--- src/hw/rtl/clws_pkg.sv ---
`timescale 1ns / 1ps

package clws_pkg;

    // Widths of the configuration port, of the tick counts and of the microcode address.
    localparam int CFG_IDX_W = 3;
    localparam int TICK_W    = 20;
    localparam int UPC_W     = 5;

    // Request types.
    localparam logic [1:0] REQ_CMD    = 2'd0;
    localparam logic [1:0] REQ_DATA   = 2'd1;
    localparam logic [1:0] REQ_CURSOR = 2'd2;
    localparam logic [1:0] REQ_POWER  = 2'd3;

    // Configuration register indexes.
    localparam logic [CFG_IDX_W-1:0] CFG_BUS_MODE  = 3'd0;
    localparam logic [CFG_IDX_W-1:0] CFG_ENABLE    = 3'd1;
    localparam logic [CFG_IDX_W-1:0] CFG_SETTLE    = 3'd2;
    localparam logic [CFG_IDX_W-1:0] CFG_LONG_WAIT = 3'd3;
    localparam logic [CFG_IDX_W-1:0] CFG_POWER_ON  = 3'd4;

    // Display command bytes and cursor row base addresses.
    localparam logic [7:0] LCD_CLEAR      = 8'h01;
    localparam logic [7:0] LCD_FUNC_8BIT  = 8'h38;
    localparam logic [7:0] LCD_FUNC_4BIT  = 8'h28;
    localparam logic [7:0] LCD_DISP_ON    = 8'h0E;
    localparam logic [7:0] LCD_ENTRY_MODE = 8'h06;
    localparam logic [7:0] LCD_WAKE_3     = 8'h30;
    localparam logic [7:0] LCD_WAKE_2     = 8'h20;
    localparam logic [7:0] ROW1_BASE      = 8'h80;
    localparam logic [7:0] ROW2_BASE      = 8'hC0;
    localparam logic [3:0] NIBBLE_MASK    = 4'hF;

    // Configuration snapshot handed to the sequencer.
    typedef struct packed {
        logic              bus_4bit;
        logic [TICK_W-1:0] enable_ticks;
        logic [TICK_W-1:0] settle_ticks;
        logic [TICK_W-1:0] long_wait_ticks;
        logic [TICK_W-1:0] power_on_ticks;
    } t_cfg;

    // Microcode fields.
    typedef enum logic {OP_PULSE, OP_POWER} t_op;
    typedef enum logic {SRC_REQ, SRC_LIT} t_src;
    typedef enum logic [1:0] {NIB_FULL, NIB_HI, NIB_LO} t_nib;
    typedef enum logic [1:0] {WAIT_SETTLE, WAIT_LONG, WAIT_CLEAR} t_wait;

    typedef struct packed {
        t_op        op;
        t_src       src;
        t_nib       nib;
        t_wait      wait_sel;
        logic [7:0] lit;
        logic       is_end;
    } t_uword;

    // Program entry points.
    localparam logic [UPC_W-1:0] UA_BYTE8 = 5'd0;
    localparam logic [UPC_W-1:0] UA_BYTE4 = 5'd1;
    localparam logic [UPC_W-1:0] UA_PWR8  = 5'd3;
    localparam logic [UPC_W-1:0] UA_PWR4  = 5'd7;

    // Microcode store: one pulse (or the power-on wait) per word.
    function automatic t_uword uop_rom(input logic [UPC_W-1:0] addr);
        t_uword w;
        w = '{OP_PULSE, SRC_REQ, NIB_FULL, WAIT_SETTLE, 8'h00, 1'b1};
        unique case (addr)
            // Byte on the 8-bit bus.
            5'd0:  w = '{OP_PULSE, SRC_REQ, NIB_FULL, WAIT_CLEAR,  8'h00, 1'b1};
            // Byte on the 4-bit bus, high nibble then low nibble.
            5'd1:  w = '{OP_PULSE, SRC_REQ, NIB_HI,   WAIT_SETTLE, 8'h00, 1'b0};
            5'd2:  w = '{OP_PULSE, SRC_REQ, NIB_LO,   WAIT_CLEAR,  8'h00, 1'b1};
            // Power-up on the 8-bit bus.
            5'd3:  w = '{OP_POWER, SRC_LIT, NIB_FULL, WAIT_LONG, 8'h00, 1'b0};
            5'd4:  w = '{OP_PULSE, SRC_LIT, NIB_FULL, WAIT_LONG, LCD_FUNC_8BIT, 1'b0};
            5'd5:  w = '{OP_PULSE, SRC_LIT, NIB_FULL, WAIT_LONG, LCD_DISP_ON, 1'b0};
            5'd6:  w = '{OP_PULSE, SRC_LIT, NIB_FULL, WAIT_LONG, LCD_CLEAR, 1'b1};
            // Power-up on the 4-bit bus: wake-up nibbles, then full bytes.
            5'd7:  w = '{OP_POWER, SRC_LIT, NIB_FULL, WAIT_LONG, 8'h00, 1'b0};
            5'd8:  w = '{OP_PULSE, SRC_LIT, NIB_FULL, WAIT_LONG, LCD_WAKE_3, 1'b0};
            5'd9:  w = '{OP_PULSE, SRC_LIT, NIB_FULL, WAIT_LONG, LCD_WAKE_3, 1'b0};
            5'd10: w = '{OP_PULSE, SRC_LIT, NIB_FULL, WAIT_LONG, LCD_WAKE_3, 1'b0};
            5'd11: w = '{OP_PULSE, SRC_LIT, NIB_FULL, WAIT_LONG, LCD_WAKE_2, 1'b0};
            5'd12: w = '{OP_PULSE, SRC_LIT, NIB_HI, WAIT_SETTLE, LCD_FUNC_4BIT, 1'b0};
            5'd13: w = '{OP_PULSE, SRC_LIT, NIB_LO, WAIT_LONG,   LCD_FUNC_4BIT, 1'b0};
            5'd14: w = '{OP_PULSE, SRC_LIT, NIB_HI, WAIT_SETTLE, LCD_DISP_ON, 1'b0};
            5'd15: w = '{OP_PULSE, SRC_LIT, NIB_LO, WAIT_LONG,   LCD_DISP_ON, 1'b0};
            5'd16: w = '{OP_PULSE, SRC_LIT, NIB_HI, WAIT_SETTLE, LCD_CLEAR, 1'b0};
            5'd17: w = '{OP_PULSE, SRC_LIT, NIB_LO, WAIT_LONG,   LCD_CLEAR, 1'b0};
            5'd18: w = '{OP_PULSE, SRC_LIT, NIB_HI, WAIT_SETTLE, LCD_ENTRY_MODE, 1'b0};
            5'd19: w = '{OP_PULSE, SRC_LIT, NIB_LO, WAIT_LONG,   LCD_ENTRY_MODE, 1'b1};
            default: w = '{OP_PULSE, SRC_REQ, NIB_FULL, WAIT_SETTLE, 8'h00, 1'b1};
        endcase
        return w;
    endfunction

endpackage

--- src/hw/rtl/clws_ifs.sv ---
`timescale 1ns / 1ps

// Request channel.
interface clws_req_if;
    logic       valid;
    logic       ready;
    logic [1:0] req_type;
    logic [7:0] data_byte;
    logic [1:0] row;
    logic [6:0] column;

    modport source (output valid, req_type, data_byte, row, column, input ready);
    modport sink   (input valid, req_type, data_byte, row, column, output ready);
endinterface

// Bus phase channel.
interface clws_phase_if;
    logic        valid;
    logic        ready;
    logic [7:0]  data_pins;
    logic        reg_select;
    logic        read_write;
    logic        enable;
    logic [19:0] hold_ticks;
    logic        last;

    modport source (output valid, data_pins, reg_select, read_write, enable, hold_ticks,
                    last, input ready);
    modport sink   (input valid, data_pins, reg_select, read_write, enable, hold_ticks,
                    last, output ready);
endinterface

// Configuration write channel.
interface clws_cfg_if;
    logic        valid;
    logic        ready;
    logic [2:0]  index;
    logic [19:0] data;

    modport source (output valid, index, data, input ready);
    modport sink   (input valid, index, data, output ready);
endinterface

--- src/hw/rtl/clws_sequencer.sv ---
`timescale 1ns / 1ps

module clws_sequencer
    import clws_pkg::*;
(
    input  logic             i_clk,
    input  logic             i_rst_n,
    input  t_cfg             i_cfg,
    clws_req_if.sink         i_req,
    clws_phase_if.source     o_phase
);

    logic             r_busy, n_busy;
    logic [UPC_W-1:0] r_pc, n_pc;
    logic             r_phase, n_phase;
    logic [7:0]       r_byte, n_byte;
    logic             r_rs, n_rs;
    logic             r_clear, n_clear;

    logic              r_out_valid, n_out_valid;
    logic [7:0]        r_out_pins, n_out_pins;
    logic              r_out_rs, n_out_rs;
    logic              r_out_en, n_out_en;
    logic [TICK_W-1:0] r_out_hold, n_out_hold;
    logic              r_out_last, n_out_last;

    t_uword            w;
    logic [7:0]        src_byte;
    logic [7:0]        pins;
    logic [TICK_W-1:0] low_hold;
    logic              emit;
    logic              step_done;
    logic              accept;
    logic              has_out;
    logic [UPC_W-1:0]  entry;
    logic [7:0]        cursor_addr;

    assign i_req.ready = !r_busy;
    assign accept      = i_req.valid && !r_busy;

    // Decode the request into its first microcode address.
    always_comb begin
        cursor_addr = ((i_req.row == 2'd1) ? ROW1_BASE : ROW2_BASE)
                      + {1'b0, i_req.column} - 8'd1;
        has_out = (i_req.req_type != REQ_CURSOR) || (i_req.row == 2'd1)
                  || (i_req.row == 2'd2);
        if (i_req.req_type == REQ_POWER) begin
            entry = i_cfg.bus_4bit ? UA_PWR4 : UA_PWR8;
        end else begin
            entry = i_cfg.bus_4bit ? UA_BYTE4 : UA_BYTE8;
        end
    end

    // Datapath driven by the current control word.
    always_comb begin
        w        = uop_rom(r_pc);
        src_byte = (w.src == SRC_REQ) ? r_byte : w.lit;
        unique case (w.nib)
            NIB_HI:  pins = {src_byte[7:4], 4'h0};
            NIB_LO:  pins = {src_byte[3:0], 4'h0};
            default: pins = src_byte;
        endcase
        unique case (w.wait_sel)
            WAIT_LONG:  low_hold = i_cfg.long_wait_ticks;
            WAIT_CLEAR: low_hold = r_clear ? i_cfg.long_wait_ticks : i_cfg.settle_ticks;
            default:    low_hold = i_cfg.settle_ticks;
        endcase
        emit      = r_busy && (!r_out_valid || o_phase.ready);
        step_done = (w.op == OP_POWER) || r_phase;
    end

    // Step counter, phase toggle and output register updates.
    always_comb begin
        n_busy      = r_busy;
        n_pc        = r_pc;
        n_phase     = r_phase;
        n_byte      = r_byte;
        n_rs        = r_rs;
        n_clear     = r_clear;
        n_out_valid = r_out_valid;
        n_out_pins  = r_out_pins;
        n_out_rs    = r_out_rs;
        n_out_en    = r_out_en;
        n_out_hold  = r_out_hold;
        n_out_last  = r_out_last;

        if (r_out_valid && o_phase.ready) begin
            n_out_valid = 1'b0;
        end

        if (emit) begin
            n_out_valid = 1'b1;
            if (w.op == OP_POWER) begin
                n_out_pins = 8'h00;
                n_out_rs   = 1'b0;
                n_out_en   = 1'b0;
                n_out_hold = i_cfg.power_on_ticks;
            end else begin
                n_out_pins = pins;
                n_out_rs   = r_rs;
                n_out_en   = !r_phase;
                n_out_hold = r_phase ? low_hold : i_cfg.enable_ticks;
            end
            n_out_last = w.is_end && step_done;
            if (step_done) begin
                n_phase = 1'b0;
                if (w.is_end) begin
                    n_busy = 1'b0;
                end else begin
                    n_pc = r_pc + 1'b1;
                end
            end else begin
                n_phase = 1'b1;
            end
        end

        if (accept) begin
            n_busy  = has_out;
            n_pc    = entry;
            n_phase = 1'b0;
            n_byte  = (i_req.req_type == REQ_CURSOR) ? cursor_addr : i_req.data_byte;
            n_rs    = (i_req.req_type == REQ_DATA);
            n_clear = (i_req.req_type == REQ_CMD) && (i_req.data_byte == LCD_CLEAR);
        end
    end

    // Control state is reset; payload registers are not.
    always_ff @(posedge i_clk) begin
        if (!i_rst_n) begin
            r_busy      <= 1'b0;
            r_out_valid <= 1'b0;
            r_pc        <= UA_BYTE8;
            r_phase     <= 1'b0;
        end else begin
            r_busy      <= n_busy;
            r_out_valid <= n_out_valid;
            r_pc        <= n_pc;
            r_phase     <= n_phase;
        end
    end

    always_ff @(posedge i_clk) begin
        r_byte     <= n_byte;
        r_rs       <= n_rs;
        r_clear    <= n_clear;
        r_out_pins <= n_out_pins;
        r_out_rs   <= n_out_rs;
        r_out_en   <= n_out_en;
        r_out_hold <= n_out_hold;
        r_out_last <= n_out_last;
    end

    assign o_phase.valid      = r_out_valid;
    assign o_phase.data_pins  = r_out_pins;
    assign o_phase.reg_select = r_out_rs;
    assign o_phase.read_write = 1'b0;
    assign o_phase.enable     = r_out_en;
    assign o_phase.hold_ticks = r_out_hold;
    assign o_phase.last       = r_out_last;

endmodule

--- src/hw/rtl/char_lcd_write_sequencer.sv ---
// Character LCD write sequencer for a parallel HD44780-style bus.
// i_req carries one request per transaction: a command byte, a data byte,
// a cursor move (rows 1 and 2 only; other rows are accepted and give
// nothing) or the power-up sequence. o_phase carries one held bus state per
// transaction: data pins, RS, RW, EN, the hold time in ticks and a last flag
// on the final phase of a request. i_cfg writes the bus mode and the tick
// registers; a tick value of zero is stored as one. It is always ready.
// The request is first loaded into the step state, and its first phase is
// then registered in the output register. A small microcode program walks
// one pulse per step and emits one phase per cycle while the receiver does
// not stall; a request has 2 phases (8-bit byte), 4 (4-bit byte), or 7 or
// 25 (power-up). The next request is taken as soon as the last phase is in
// the output register.
// When the receiver stalls, the output register holds and the sequencer
// waits. Reset empties the output register, drops any request in progress
// and loads the default registers (4-bit bus, 100/50/100000/40000 ticks).
`timescale 1ns / 1ps

module char_lcd_write_sequencer
    import clws_pkg::*;
(
    input  logic         i_clk,
    input  logic         i_rst_n,
    clws_req_if.sink     i_req,
    clws_phase_if.source o_phase,
    clws_cfg_if.sink     i_cfg
);

    t_cfg              r_cfg;
    logic [TICK_W-1:0] cfg_ticks;

    // A zero tick count behaves as one tick.
    assign cfg_ticks   = (i_cfg.data == '0) ? TICK_W'(1) : i_cfg.data;
    assign i_cfg.ready = 1'b1;

    // Configuration registers.
    always_ff @(posedge i_clk) begin
        if (!i_rst_n) begin
            r_cfg.bus_4bit        <= 1'b1;
            r_cfg.enable_ticks    <= TICK_W'(100);
            r_cfg.settle_ticks    <= TICK_W'(50);
            r_cfg.long_wait_ticks <= TICK_W'(100000);
            r_cfg.power_on_ticks  <= TICK_W'(40000);
        end else if (i_cfg.valid) begin
            case (i_cfg.index)
                CFG_BUS_MODE:  r_cfg.bus_4bit        <= i_cfg.data[0];
                CFG_ENABLE:    r_cfg.enable_ticks    <= cfg_ticks;
                CFG_SETTLE:    r_cfg.settle_ticks    <= cfg_ticks;
                CFG_LONG_WAIT: r_cfg.long_wait_ticks <= cfg_ticks;
                CFG_POWER_ON:  r_cfg.power_on_ticks  <= cfg_ticks;
                default: ;
            endcase
        end
    end

    clws_sequencer u_seq (
        .i_clk   (i_clk),
        .i_rst_n (i_rst_n),
        .i_cfg   (r_cfg),
        .i_req   (i_req),
        .o_phase (o_phase)
    );

    // The final phase of a request always leaves EN low.
    a_last_en_low: assert property (@(posedge i_clk) disable iff (!i_rst_n)
        o_phase.valid && o_phase.last |-> !o_phase.enable)
        else $error("last phase with EN high");

    // Every phase is held for at least one tick.
    a_hold_nonzero: assert property (@(posedge i_clk) disable iff (!i_rst_n)
        o_phase.valid |-> o_phase.hold_ticks != '0)
        else $error("phase with zero hold");

    // An EN-high phase is followed by an EN-low phase with the same pins.
    a_pulse_pair: assert property (@(posedge i_clk) disable iff (!i_rst_n)
        o_phase.valid && o_phase.ready && o_phase.enable |=>
            o_phase.valid && !o_phase.enable
            && o_phase.data_pins == $past(o_phase.data_pins))
        else $error("EN pulse without matching low phase");

endmodule

--- src/flat_wrapper.sv ---
// flat-port wrapper written by rule: the top's interface ports become plain ports
module char_lcd_write_sequencer_flat import clws_pkg::*;
  (i_clk, i_rst_n, i_req_valid, i_req_req_type, i_req_data_byte, i_req_row, i_req_column, i_req_ready, o_phase_valid, o_phase_data_pins, o_phase_reg_select, o_phase_read_write, o_phase_enable, o_phase_hold_ticks, o_phase_last, o_phase_ready, i_cfg_valid, i_cfg_index, i_cfg_data, i_cfg_ready);
  clws_req_if i_req_i ();
  clws_phase_if o_phase_i ();
  clws_cfg_if i_cfg_i ();
  input  logic i_clk;
  input  logic i_rst_n;
  input wire logic [$bits(i_req_i.valid)-1:0] i_req_valid;
  input wire logic [$bits(i_req_i.req_type)-1:0] i_req_req_type;
  input wire logic [$bits(i_req_i.data_byte)-1:0] i_req_data_byte;
  input wire logic [$bits(i_req_i.row)-1:0] i_req_row;
  input wire logic [$bits(i_req_i.column)-1:0] i_req_column;
  output wire logic [$bits(i_req_i.ready)-1:0] i_req_ready;
  output wire logic [$bits(o_phase_i.valid)-1:0] o_phase_valid;
  output wire logic [$bits(o_phase_i.data_pins)-1:0] o_phase_data_pins;
  output wire logic [$bits(o_phase_i.reg_select)-1:0] o_phase_reg_select;
  output wire logic [$bits(o_phase_i.read_write)-1:0] o_phase_read_write;
  output wire logic [$bits(o_phase_i.enable)-1:0] o_phase_enable;
  output wire logic [$bits(o_phase_i.hold_ticks)-1:0] o_phase_hold_ticks;
  output wire logic [$bits(o_phase_i.last)-1:0] o_phase_last;
  input wire logic [$bits(o_phase_i.ready)-1:0] o_phase_ready;
  input wire logic [$bits(i_cfg_i.valid)-1:0] i_cfg_valid;
  input wire logic [$bits(i_cfg_i.index)-1:0] i_cfg_index;
  input wire logic [$bits(i_cfg_i.data)-1:0] i_cfg_data;
  output wire logic [$bits(i_cfg_i.ready)-1:0] i_cfg_ready;
  assign i_req_i.valid = i_req_valid;
  assign i_req_i.req_type = i_req_req_type;
  assign i_req_i.data_byte = i_req_data_byte;
  assign i_req_i.row = i_req_row;
  assign i_req_i.column = i_req_column;
  assign i_req_ready = i_req_i.ready;
  assign o_phase_valid = o_phase_i.valid;
  assign o_phase_data_pins = o_phase_i.data_pins;
  assign o_phase_reg_select = o_phase_i.reg_select;
  assign o_phase_read_write = o_phase_i.read_write;
  assign o_phase_enable = o_phase_i.enable;
  assign o_phase_hold_ticks = o_phase_i.hold_ticks;
  assign o_phase_last = o_phase_i.last;
  assign o_phase_i.ready = o_phase_ready;
  assign i_cfg_i.valid = i_cfg_valid;
  assign i_cfg_i.index = i_cfg_index;
  assign i_cfg_i.data = i_cfg_data;
  assign i_cfg_ready = i_cfg_i.ready;
  char_lcd_write_sequencer u_core (.i_clk(i_clk), .i_rst_n(i_rst_n), .i_req(i_req_i), .o_phase(o_phase_i), .i_cfg(i_cfg_i));
endmodule
--- config.mk ---
export PLATFORM = sky130hd
export DESIGN_NAME = char_lcd_write_sequencer_flat
export DESIGN_NICKNAME = d
export VERILOG_FILES = /design/src/hw/rtl/clws_pkg.sv /design/src/hw/rtl/clws_ifs.sv /design/src/hw/rtl/clws_sequencer.sv /design/src/hw/rtl/char_lcd_write_sequencer.sv /design/src/flat_wrapper.sv
export SDC_FILE = /design/constraint.sdc
export NUM_CORES = 1
export LEC_CHECK = 0
export ABC_AREA = 1
export BUFFER_PORTS_ARGS = -buffer_cell sky130_fd_sc_hd__buf_2
export CAP_MARGIN = 20
export CORE_MARGIN = 10
export CORE_UTILIZATION = 30
export DETAILED_ROUTE_END_ITERATION = 7
export PLACE_DENSITY_LB_ADDON = 0.08
export SLEW_MARGIN = 25
export SYNTH_ARGS = -nofsm -noshare
export SYNTH_HDL_FRONTEND = slang
export SYNTH_HIERARCHICAL = 1
export SYNTH_SLANG_ARGS = --single-unit
export TNS_END_PERCENT = 50
--- constraint.sdc ---
create_clock -name i_clk -period 2.41 [get_ports i_clk]
set_clock_uncertainty 0.05 [all_clocks]
set_input_delay 0.482 -clock i_clk [delete_from_list [all_inputs] [get_ports i_clk]]
set_output_delay 0.482 -clock i_clk [all_outputs]
set_load 0.02 [all_outputs]
==> results.toml <==
[layout]
area_growth_pct = 19.2
drive_gt1_frac = 0.226
antenna_cells = 0
finalNetCount = 899
fillers = 2230
final_cells = 1131

[clock_tree]
numCtsBuffers = 17
cts_tree = "built"
path_clk_slew_ps = 60
post_cts_resized = 0
clkSinkCount = 142
hold_buffers = 0
postCtsSetupBuffers = 0
htreeDepth = 4
cts-root-buf = "clkbuf_16"
cts_max_path_buffers = 2
worstSkewPairLatency_ps = 420

[yosys]
synth_seq_cells = 142
syn_nets = 816
ys_warn_count = 6
ys_types = 45
synth_simple_gate_area_frac = 0.165
syn_inst = 756
synth_compound_area_frac = 0.202
synth_area_um2 = 6580
avgSynthCellArea_um2 = 8.70
synth_edf_count = 41
synth_adder_area_share = 0.0259
synthFlopType = "dfxtp_1"
synth-xor-area-share = 0.00266
synth_top_family_by_area = "compound AO/OA/AOI/OAI gates"
async_reset_ff_frac = 0
synthMuxAreaShare = 0
yosysSeqAreaShare = 0.494

[route]
initialDrtViolationCount = 296
detail_route.wl_per_cell_um = 15.7
wl_um = 17700
dr.pass1.iters = 4
drc = 0
antenna_violating_nets_post_route = 0
routed_via_density = 4.72
vias = 5336

[min_path]
hold_path_startpoint = "i_cfg_data[16]"
min_path_type = "in2reg"

[critical_path]
crit_path_end_kind = "flop"
slowest_stage = "or2_2"
critPathMaxStageDelay_ps = 530
crit_fanout = 20
cp_cell_sequence = "inv_1, ha_1, or2_2, o221ai_1, o221ai_1, inv_1"
r2r_slack_ps = 480
worstReg2RegStart = "u_core/u_seq/w[9]"
crit_required_ps = 2640
crit_path_start_kind = "flop"
path_class = "reg2reg"
cp_data_arrival_time_ps = 2160
crit_start = "u_core/u_seq/w[9]"

[sta]
drv_slew = 0
min_period_over_period = 0.799
period_minus_slack_ps = 1930
setup_viol = 0
grt_setup_unrepaired = "false"
slew_headroom = 0.456
timing.setup.tns_ps = 0
tightestPinTransition_ps = 815
hold_viol_final = 0
fmax_mhz = 519

[placed_design]
dp_cells = 1100
dp_hpwl_um = 13000
io_buffers = 79
globalplace.congestion = 0.839

[die]
dieArea_um2 = 28300
fp.dieW_um = 168
ios = 82
die_h_um = 168
core_area_um2 = 21700
initial_utilization = 0.303
row_count = 54

[status]
run_status = "finished clean"

[grt]
grt_pass1_wl_um = 28700
grt_overflow = 0
grt_max_degree = 38
groute.usage.overall = 0.126
first_global_vias = 5470
antenna_found_initial = 0

[job]
max-cap-violations = 0

[pwr]
power_leakage_nw = 3.44
irDropWorstVdd_mv = 0.378
p_per_area_nw_per_um2 = 788
-- cells in the final DEF, fill, tap and decap left out, drive strengths merged, types with 6 or more instances in the layout --
cell    instances
o221ai         40
clkinv          6
nand2          95
dfxtp         101
clkbuf         21
ha             12
a21oi          81
nor2           73
edfxtp         41
o21ai          90
buf            98
inv           135
nand3          29
-- cell usage after synthesis, drive strengths merged (4+ instances only) --
library cell,n,share of area
a21oi,81,0.066
buf,16,0.019
clkbuf,18,0.010
dfxtp,101,0.31
edfxtp,41,0.19
ha,12,0.023
inv,135,0.079
nand2,95,0.066
nand3,29,0.031
nor2,73,0.057
o21ai,90,0.071
o221ai,40,0.053
or2,4,0.0038
-- per-stage QoR --
step	setup WS [ps]	total power [mW]	utilization	hold slack, ps	area, µm²
CTS	476	6.27	0.362	293	7850
global route	320	6.50	0.362	308	7850
detailed placement	138	3.74	0.335	409	7270
finish	483	6.18	0.362	306	7850
floorplan	274	3.40	-	392	6580
global placement	196	3.73	0.335	401	7270
-- critical path: cells and delay by family, from the launching register on --
family / cells / cell delay (ps)
buffers and inverters: 2 / 140
AOI/OAI and AO/OA: 2 / 450
DFF: 1 / 330
adders and majority gates: 1 / 290
and+or+nand+nor: 1 / 530
-- power breakdown --
part	internal, mW	switching (mW)
registers	2.64	0.0755
logic	0.312	0.642
clock network	1.52	0.985
-- cell type report --
cell class              instances  area [µm²]  area share
flip-flops and latches        142        3250       0.415
multi-input cells             444        2610       0.333
repair buffers                 98         538      0.0686
inverters                     136         522      0.0665
clock buffers                  21         482      0.0614
well taps                     280         350      0.0447
clock inverters                10        88.8      0.0113
-- sequential cells by signal, summed over array words and instances (netlist names), 5 cells and up --
| register | cells |
|---|---|
| u_core/u_seq/o_phase.hold_ticks | 20 |
| u_core/u_seq/o_phase.data_pins | 8 |
| u_core/u_seq/w | 12 |
| u_core/r_cfg | 81 |
| u_core/u_seq/r_byte | 8 |
| u_core/u_seq/r_pc | 5 |
-- final timing paths --
check	to	depth (start not counted)
setup reg to reg	u_core/u_seq/o_phase.hold_ticks[0]	6
hold / removal	u_core/r_cfg[36]	3
setup / recovery	u_core/u_seq/o_phase.hold_ticks[0]	6
hold reg to reg	u_core/r_cfg[37]	2
-- layer usage --
| metal | share of wire | track usage | vias up |
|---|---|---|---|
| li1 | - | - | 2700 |
| met1 | 0.43 | 0.145 | 2511 |
| met2 | 0.51 | 0.220 | 101 |
| met3 | 0.040 | 0.0333 | 24 |
| met4 | 0.019 | 0.0454 | 0 |
| met5 | 0 | 0 | - |
-- kinds of logic after synthesis --
| group | count (synthesis) |
|---|---|
| compound gates | 219 |
| xor+xnor | 2 |
| fa+ha+maj | 13 |
| buf+inv | 170 |
| flops | 142 |
| other cells | 2 |
| simple gates | 208 |
Note: power is estimated with default switching activity, not from simulation.
